[src/rtl/x86re_pkg.sv]
package x86re_pkg;

    localparam int NUM_REGS  = 8;
    localparam int IDX_W     = $clog2(NUM_REGS);
    localparam int REG_NUM_W = 3;
    localparam int SEL_W     = (IDX_W > REG_NUM_W) ? IDX_W : REG_NUM_W;
    localparam int DATA_W    = 16;
    localparam int BYTE_W    = 8;

    localparam logic [1:0] OP_READ  = 2'd0;
    localparam logic [1:0] OP_WRITE = 2'd1;
    localparam logic [1:0] OP_MOVE  = 2'd2;
    localparam logic [1:0] OP_ADDR  = 2'd3;

    localparam logic [1:0] MODE_NONE  = 2'd0;
    localparam logic [1:0] MODE_DISP8 = 2'd1;
    localparam logic [1:0] MODE_DISP16 = 2'd2;
    localparam logic [1:0] MODE_BAD   = 2'd3;

    typedef struct packed {
        logic [1:0]           op;
        logic                 width16;
        logic [REG_NUM_W-1:0] reg_a;
        logic                 reg_a_high;
        logic [REG_NUM_W-1:0] reg_b;
        logic                 reg_b_high;
        logic [DATA_W-1:0]    value;
        logic [1:0]           mode;
        logic                 direct;
        logic                 disp_signed;
        logic                 use_a;
        logic                 use_b;
    } item_t;

    typedef struct packed {
        logic                 en;
        logic [REG_NUM_W-1:0] num;
        logic [DATA_W-1:0]    data;
    } wr_t;

    function automatic logic reg_in_range(input logic [REG_NUM_W-1:0] num);
        return 32'(num) < NUM_REGS;
    endfunction

    function automatic logic [IDX_W-1:0] reg_idx(input logic [REG_NUM_W-1:0] num);
        logic [SEL_W-1:0] wide;
        wide = SEL_W'(num);
        return wide[IDX_W-1:0];
    endfunction

    function automatic logic [DATA_W-1:0] get_lane(input logic [DATA_W-1:0] word,
                                                   input logic whole, input logic high);
        logic [DATA_W-1:0] lane;
        if (whole)
            lane = word;
        else if (high)
            lane = {{(DATA_W-BYTE_W){1'b0}}, word[DATA_W-1:BYTE_W]};
        else
            lane = {{(DATA_W-BYTE_W){1'b0}}, word[BYTE_W-1:0]};
        return lane;
    endfunction

    function automatic logic [DATA_W-1:0] put_lane(input logic [DATA_W-1:0] word,
                                                   input logic whole, input logic high,
                                                   input logic [DATA_W-1:0] val);
        logic [DATA_W-1:0] merged;
        if (whole)
            merged = val;
        else if (high)
            merged = {val[BYTE_W-1:0], word[BYTE_W-1:0]};
        else
            merged = {word[DATA_W-1:BYTE_W], val[BYTE_W-1:0]};
        return merged;
    endfunction

endpackage

[src/rtl/x86re_rf.sv]
module x86re_rf (
    input  logic                              clk,
    input  logic                              rst_n,
    input  logic                              rd_en,
    input  logic [x86re_pkg::REG_NUM_W-1:0]   rd_a_num,
    input  logic [x86re_pkg::REG_NUM_W-1:0]   rd_b_num,
    input  x86re_pkg::wr_t                    wr,
    output logic [x86re_pkg::DATA_W-1:0]      rd_a_data,
    output logic [x86re_pkg::DATA_W-1:0]      rd_b_data
);
    import x86re_pkg::*;

    logic [DATA_W-1:0] mem [NUM_REGS];
    logic [NUM_REGS-1:0] vld_reg;
    logic [DATA_W-1:0] rd_a_reg;
    logic [DATA_W-1:0] rd_b_reg;
    logic rd_a_ok_reg;
    logic rd_b_ok_reg;
    logic wr_ok;
    logic hit_a;
    logic hit_b;
    logic [IDX_W-1:0] wr_idx;
    logic [IDX_W-1:0] a_idx;
    logic [IDX_W-1:0] b_idx;

    assign wr_ok  = wr.en && reg_in_range(wr.num);
    assign wr_idx = reg_idx(wr.num);
    assign a_idx  = reg_idx(rd_a_num);
    assign b_idx  = reg_idx(rd_b_num);
    assign hit_a  = wr_ok && (wr.num == rd_a_num);
    assign hit_b  = wr_ok && (wr.num == rd_b_num);

    // A write in the same cycle as a read of the same register is forwarded.
    always_ff @(posedge clk)
    begin
        if (wr_ok)
        begin
            mem[wr_idx] <= wr.data;
        end
        if (rd_en)
        begin
            rd_a_reg <= hit_a ? wr.data : mem[a_idx];
            rd_b_reg <= hit_b ? wr.data : mem[b_idx];
        end
    end

    // Entries never written since reset read as zero, as do numbers past the file.
    always_ff @(posedge clk or negedge rst_n)
    begin
        if (!rst_n)
        begin
            vld_reg     <= '0;
            rd_a_ok_reg <= 1'b0;
            rd_b_ok_reg <= 1'b0;
        end
        else
        begin
            if (wr_ok)
            begin
                vld_reg[wr_idx] <= 1'b1;
            end
            if (rd_en)
            begin
                rd_a_ok_reg <= reg_in_range(rd_a_num) && (hit_a || vld_reg[a_idx]);
                rd_b_ok_reg <= reg_in_range(rd_b_num) && (hit_b || vld_reg[b_idx]);
            end
        end
    end

    assign rd_a_data = rd_a_ok_reg ? rd_a_reg : '0;
    assign rd_b_data = rd_b_ok_reg ? rd_b_reg : '0;

endmodule

[src/rtl/x86re_exec.sv]
module x86re_exec (
    input  x86re_pkg::item_t                item,
    input  logic [x86re_pkg::DATA_W-1:0]    rd_a_data,
    input  logic [x86re_pkg::DATA_W-1:0]    rd_b_data,
    output x86re_pkg::wr_t                  wr_req,
    output logic [x86re_pkg::DATA_W-1:0]    result,
    output logic                            fault
);
    import x86re_pkg::*;

    logic [DATA_W-1:0] lane_a;
    logic [DATA_W-1:0] lane_b;
    logic [DATA_W-1:0] disp;
    logic [DATA_W-1:0] term_a;
    logic [DATA_W-1:0] term_b;

    assign lane_a = get_lane(rd_a_data, item.width16, item.reg_a_high);
    assign lane_b = get_lane(rd_b_data, item.width16, item.reg_b_high);
    assign term_a = item.use_a ? lane_a : '0;
    assign term_b = item.use_b ? lane_b : '0;

    always_comb
    begin
        case (item.mode)
            MODE_NONE:   disp = item.direct ? item.value : '0;
            MODE_DISP8:  disp = {{(DATA_W-BYTE_W){item.disp_signed && item.value[BYTE_W-1]}},
                                 item.value[BYTE_W-1:0]};
            MODE_DISP16: disp = item.value;
            default:     disp = '0;
        endcase
    end

    always_comb
    begin
        wr_req.en   = 1'b0;
        wr_req.num  = item.reg_a;
        wr_req.data = put_lane(rd_a_data, item.width16, item.reg_a_high, item.value);
        result      = '0;
        fault       = 1'b0;
        case (item.op)
            OP_READ:
            begin
                result = lane_a;
            end
            OP_WRITE:
            begin
                wr_req.en = 1'b1;
            end
            OP_MOVE:
            begin
                wr_req.en   = 1'b1;
                wr_req.data = put_lane(rd_a_data, item.width16, item.reg_a_high, lane_b);
            end
            OP_ADDR:
            begin
                if (item.mode == MODE_BAD)
                    fault = 1'b1;
                else
                    result = disp + term_a + term_b;
            end
            default:
            begin
                result = '0;
            end
        endcase
    end

endmodule

[src/rtl/x86_16_register_file_and_ea_top.sv]
// Channel | Handshake            | Payload
// input   | in_valid / in_ready  | op, width16, reg_a, reg_a_high, reg_b, reg_b_high,
//         |                      | value, mode, direct, disp_signed, use_a, use_b
// output  | out_valid / out_ready| result, fault
//
// One transfer per cycle is sustained unless the output stalls; the result is registered.
// The register file is read when a transfer is taken and written when the item
// moves into the result register, so a write is seen by the very next item.
// Reset clears all eight registers to zero through per-entry valid bits.
// A stalled result register holds the item in the input stage, which then stalls input.
module x86_16_register_file_and_ea_top (
    input  logic                              clk,
    input  logic                              rst_n,
    input  logic                              in_valid,
    output logic                              in_ready,
    input  logic [1:0]                        op,
    input  logic                              width16,
    input  logic [x86re_pkg::REG_NUM_W-1:0]   reg_a,
    input  logic                              reg_a_high,
    input  logic [x86re_pkg::REG_NUM_W-1:0]   reg_b,
    input  logic                              reg_b_high,
    input  logic [x86re_pkg::DATA_W-1:0]      value,
    input  logic [1:0]                        mode,
    input  logic                              direct,
    input  logic                              disp_signed,
    input  logic                              use_a,
    input  logic                              use_b,
    output logic                              out_valid,
    input  logic                              out_ready,
    output logic [x86re_pkg::DATA_W-1:0]      result,
    output logic                              fault
);
    import x86re_pkg::*;

    item_t stg_reg;
    logic stg_vld_reg;
    logic out_vld_reg;
    logic [DATA_W-1:0] result_reg;
    logic fault_reg;
    logic advance;
    logic in_xfer;
    logic [DATA_W-1:0] rd_a_data;
    logic [DATA_W-1:0] rd_b_data;
    wr_t wr_req;
    wr_t wr;
    logic [DATA_W-1:0] result_next;
    logic fault_next;

    assign advance  = stg_vld_reg && (!out_vld_reg || out_ready);
    assign in_ready = !stg_vld_reg || advance;
    assign in_xfer  = in_valid && in_ready;

    always_ff @(posedge clk or negedge rst_n)
    begin
        if (!rst_n)
        begin
            stg_vld_reg <= 1'b0;
            out_vld_reg <= 1'b0;
        end
        else
        begin
            if (in_ready)
            begin
                stg_vld_reg <= in_valid;
            end
            if (advance)
            begin
                out_vld_reg <= 1'b1;
            end
            else if (out_ready)
            begin
                out_vld_reg <= 1'b0;
            end
        end
    end

    always_ff @(posedge clk)
    begin
        if (in_xfer)
        begin
            stg_reg <= '{op: op, width16: width16, reg_a: reg_a, reg_a_high: reg_a_high,
                         reg_b: reg_b, reg_b_high: reg_b_high, value: value, mode: mode,
                         direct: direct, disp_signed: disp_signed, use_a: use_a,
                         use_b: use_b};
        end
        if (advance)
        begin
            result_reg <= result_next;
            fault_reg  <= fault_next;
        end
    end

    x86re_rf u_rf (
        .clk       (clk),
        .rst_n     (rst_n),
        .rd_en     (in_xfer),
        .rd_a_num  (reg_a),
        .rd_b_num  (reg_b),
        .wr        (wr),
        .rd_a_data (rd_a_data),
        .rd_b_data (rd_b_data)
    );

    x86re_exec u_exec (
        .item      (stg_reg),
        .rd_a_data (rd_a_data),
        .rd_b_data (rd_b_data),
        .wr_req    (wr_req),
        .result    (result_next),
        .fault     (fault_next)
    );

    assign wr = '{en: wr_req.en && advance, num: wr_req.num, data: wr_req.data};

    assign out_valid = out_vld_reg;
    assign result    = result_reg;
    assign fault     = fault_reg;

endmodule

[config.mk]
export PLATFORM = sky130hd
export DESIGN_NAME = x86_16_register_file_and_ea_top
export DESIGN_NICKNAME = d
export VERILOG_FILES = /design/src/rtl/x86re_pkg.sv /design/src/rtl/x86re_rf.sv /design/src/rtl/x86re_exec.sv /design/src/rtl/x86_16_register_file_and_ea_top.sv
export SDC_FILE = /design/constraint.sdc
export NUM_CORES = 1
export LEC_CHECK = 0
export BUFFER_PORTS_ARGS = -buffer_cell sky130_fd_sc_hd__buf_2
export CORE_ASPECT_RATIO = 0.9
export CORE_MARGIN = 4
export CORE_UTILIZATION = 55
export DETAILED_ROUTE_END_ITERATION = 7
export PLACE_DENSITY = 0.73
export SKIP_CTS_REPAIR_TIMING = 1
export SLEW_MARGIN = 5
export SYNTH_ARGS = -nofsm -noshare
export SYNTH_HDL_FRONTEND = slang
export SYNTH_SLANG_ARGS = --single-unit
[constraint.sdc]
create_clock -name clk -period 5.97 [get_ports clk]
set_input_delay 1.194 -clock clk [delete_from_list [all_inputs] [get_ports clk]]
set_output_delay 1.194 -clock clk [all_outputs]
set_load 0.005 [all_outputs]
==> impl_metrics.json <==
{
  "hp-class": "flip-flop to flip-flop",
  "grtUsageTotal_pct": 21.9,
  "synth-seq-area-share_pct": 56.3,
  "irDropWorstVdd_mv": 0.214,
  "start_util_pct": 55.7,
  "fmax_ghz": 0.243,
  "critical-path-top-delay-family": "adder cells",
  "die_w_um": 161,
  "path_buf_inv": 1,
  "clkPwrFrac_pct": 34.6,
  "yosys_warnings": 0,
  "final_max_slew_viol_count": 0,
  "synth_edf_count": 207,
  "gp_congestion": 0.905,
  "htreeDepth": 1,
  "critPathKind": "flip-flop to flip-flop",
  "fp.coreArea_um2": 20800,
  "clk_latency_ns": 0.52,
  "path_clk_slew_ns": 0.06,
  "die_h_um": 146,
  "antenna_cells": 0,
  "drive_gt1_share_pct": 23.2,
  "dpl.hpwl_um": 17600,
  "grt_max_degree": 63,
  "startpoint_type": "flip-flop",
  "design.die.area_um2": 23400,
  "power.leakage_nw": 4.65,
  "cts.path.max_buffers": 3,
  "wl_um": 25700,
  "antenna_found_initial": 0,
  "synth_seq_cells": 219,
  "final.setup.tns_ns": 0,
  "p_seq_share_pct": 50.4,
  "syn_area_um2": 11600,
  "endpoint_kind": "flip-flop",
  "initialDrtViolationCount": 667,
  "path_cells": "nand2b_1, mux2i_1, or2_2, fa_1, inv_1, ha_1, fa_1, a21oi_1, o211ai_1, nand3_2, o211ai_2, xnor2_1, o22ai_2",
  "synthTopCellsByArea": "edfxtp_1 (54%), mux4_2 (13%), a21oi_1 (2.8%)",
  "p_comb_share_pct": 15.0,
  "power_density_nw_per_um2": 292,
  "ys_async_sr_fraction_pct": 5.48,
  "top_level_ports": 56,
  "syn-num-nets": 902,
  "cap_violations": 0,
  "area_delta_synth_final_pct": 9.62,
  "postRouteAntennaNets": 0,
  "cts_made_buffers": 23,
  "cts-root-buf": "clkbuf_16",
  "nNetsFinal": 947,
  "critPathMaxFanout": 22,
  "worstPathArrival_ns": 4.37,
  "synthFlopType": "edfxtp_1",
  "vias": 7029,
  "largest_register_ffs": 128,
  "rsz0062_at_grt": "no",
  "synthDistinctLibCells": 55,
  "routedWlPerCell_um": 21.8,
  "hold_viol": 0,
  "grt_pass1_wl_um": 40000,
  "switching_power_w": 0.000971,
  "cts_tree": "yes",
  "dr.pass1.iters": 5,
  "syn_avg_cell_area_um2": 13.9,
  "row_count": 50,
  "yosysTopAreaCellShare_pct": 53.7,
  "min_period_ns": 4.11,
  "yosysTopAreaCell": "edfxtp_1",
  "cp_slowest_cell": "edfxtp_1",
  "grt_pass1_vias": 7110,
  "intPower_w": 0.00274,
  "slew_headroom_pct": 37.2,
  "setup_viol": 0,
  "outcome": "finished clean",
  "cp.required_ns": 6.22,
  "crit_top_cell": "fa_1",
  "critPathMaxStageDelay_ns": 0.76,
  "finalClockSkew_ns": 0.0107,
  "power_w": 0.00371,
  "remaining_drc_errors": 0,
  "cts.sinks": 219,
  "postSynthCellCount": 832,
  "io_buffers": 55,
  "finalCritPeriodShare_pct": 68.9,
  "grt.overflow.total": 0,
  "vias_per_cell": 5.97,
  "worstMarginPinSlew_ns": 0.934,
  "p_sw_share_pct": 26.2
}
-- placed cells by master (no fill, tap or decap), types with 16 or more instances in the layout --
| cell type | n |
|---|---|
| nand3_1 | 18 |
| edfxtp_1 | 207 |
| nor2_1 | 29 |
| nor2b_1 | 30 |
| nand2_1 | 65 |
| fa_1 | 16 |
| clkbuf_16 | 23 |
| o21ai_1 | 16 |
| a211oi_1 | 33 |
| a21oi_1 | 64 |
| buf_2 | 55 |
| or2_2 | 16 |
| buf_4 | 18 |
| ha_1 | 17 |
| inv_1 | 56 |
| mux4_2 | 68 |
-- cells in the mapped netlist (3+ instances only) --
library cell,number
edfxtp_1,207
mux4_2,68
nand2_1,65
a21oi_1,64
inv_1,57
a211oi_1,33
nor2b_1,30
nor2_1,29
clkbuf_1,26
nand3_1,18
ha_1,17
fa_1,16
o21ai_1,16
or2_2,16
mux2i_1,14
dfrtp_1,12
xor2_1,12
a21o_1,10
buf_4,10
o21ai_0,10
a22oi_1,7
buf_2,7
buf_6,7
nand2b_1,7
nor3_1,7
o22ai_1,7
xnor2_1,7
a21boi_1,6
a2bb2oi_1,5
a31oi_1,5
o2bb2ai_1,4
and3_1,3
-- cells by family (layout without fill, tap and decap cells) --
logic type,after synthesis,in the layout,synth area share (%)
AO/OA/AOI/OAI,175,175,9.54
XOR/XNOR,20,20,1.63
adder cells (fa/ha/maj),33,33,4.61
buffers and inverters,111,171,4.88
flip-flops,219,219,56.3
multiplexers,82,82,14.4
AND/OR/NAND/NOR,192,192,8.59
-- path summary, 6_finish.rpt --
kind	endpoint	slack [ns]	depth (start not counted)	start
setup reg to reg	result[15]	1.86	13	stg_reg[30]
min in group asynchronous	u_rf.vld_reg[0]	0.54	1	rst_n
hold / removal	out_valid	0.48	1	stg_vld_reg
max in group asynchronous	u_rf.rd_b_ok_reg	5.20	1	rst_n
setup / recovery	result[15]	1.86	13	stg_reg[30]
hold reg to reg	out_valid	0.48	1	stg_vld_reg
-- routing by layer --
| layer | vias up | global-route usage (%) | wire, um |
|---|---|---|---|
| met2 | 263 | 36.4 | 12500 |
| met3 | 47 | 3.46 | 1760 |
| met5 | - | 0 | 0 |
| met4 | 0 | 5.76 | 624 |
| li1 | 3250 | - | - |
| met1 | 3469 | 30.7 | 10800 |
-- per-stage QoR --
stage	instances	utilization, %	worst slack, ns	hold WS, ns	instance area (um2)
finish	1178	61.1	1.86	0.477	12700
global route	1178	61.1	1.53	0.507	12700
CTS	1178	61.1	1.87	0.481	12700
detailed placement	1138	57.9	1.87	0.475	12000
global placement	1138	57.9	1.97	0.458	12000
floorplan	832	-	2.12	0.449	11600
-- cell type report --
| type | count | area (um2) |
|---|---|---|
| Fill cell | 1615 | 8090 |
| Timing Repair Buffer | 73 | 410 |
| Inverter | 58 | 218 |
| Multi-Input combinational cell | 502 | 4520 |
| Sequential cell | 219 | 6520 |
| Tap cell | 286 | 358 |
| Clock buffer | 30 | 602 |
| Clock inverter | 10 | 63.8 |
-- power by group through the flow --
stage / Clock [W] / Combinational, W / Sequential [W]
global placement: 0 / 0.000542 / 0.00189
detailed placement: 0 / 0.000552 / 0.00190
CTS: 0.00131 / 0.000555 / 0.00187
finish: 0.00128 / 0.000556 / 0.00187
global route: 0.00138 / 0.000619 / 0.00188
floorplan: 0 / 0.000437 / 0.00186
No activity file was read; power rests on OpenSTA's default activity.
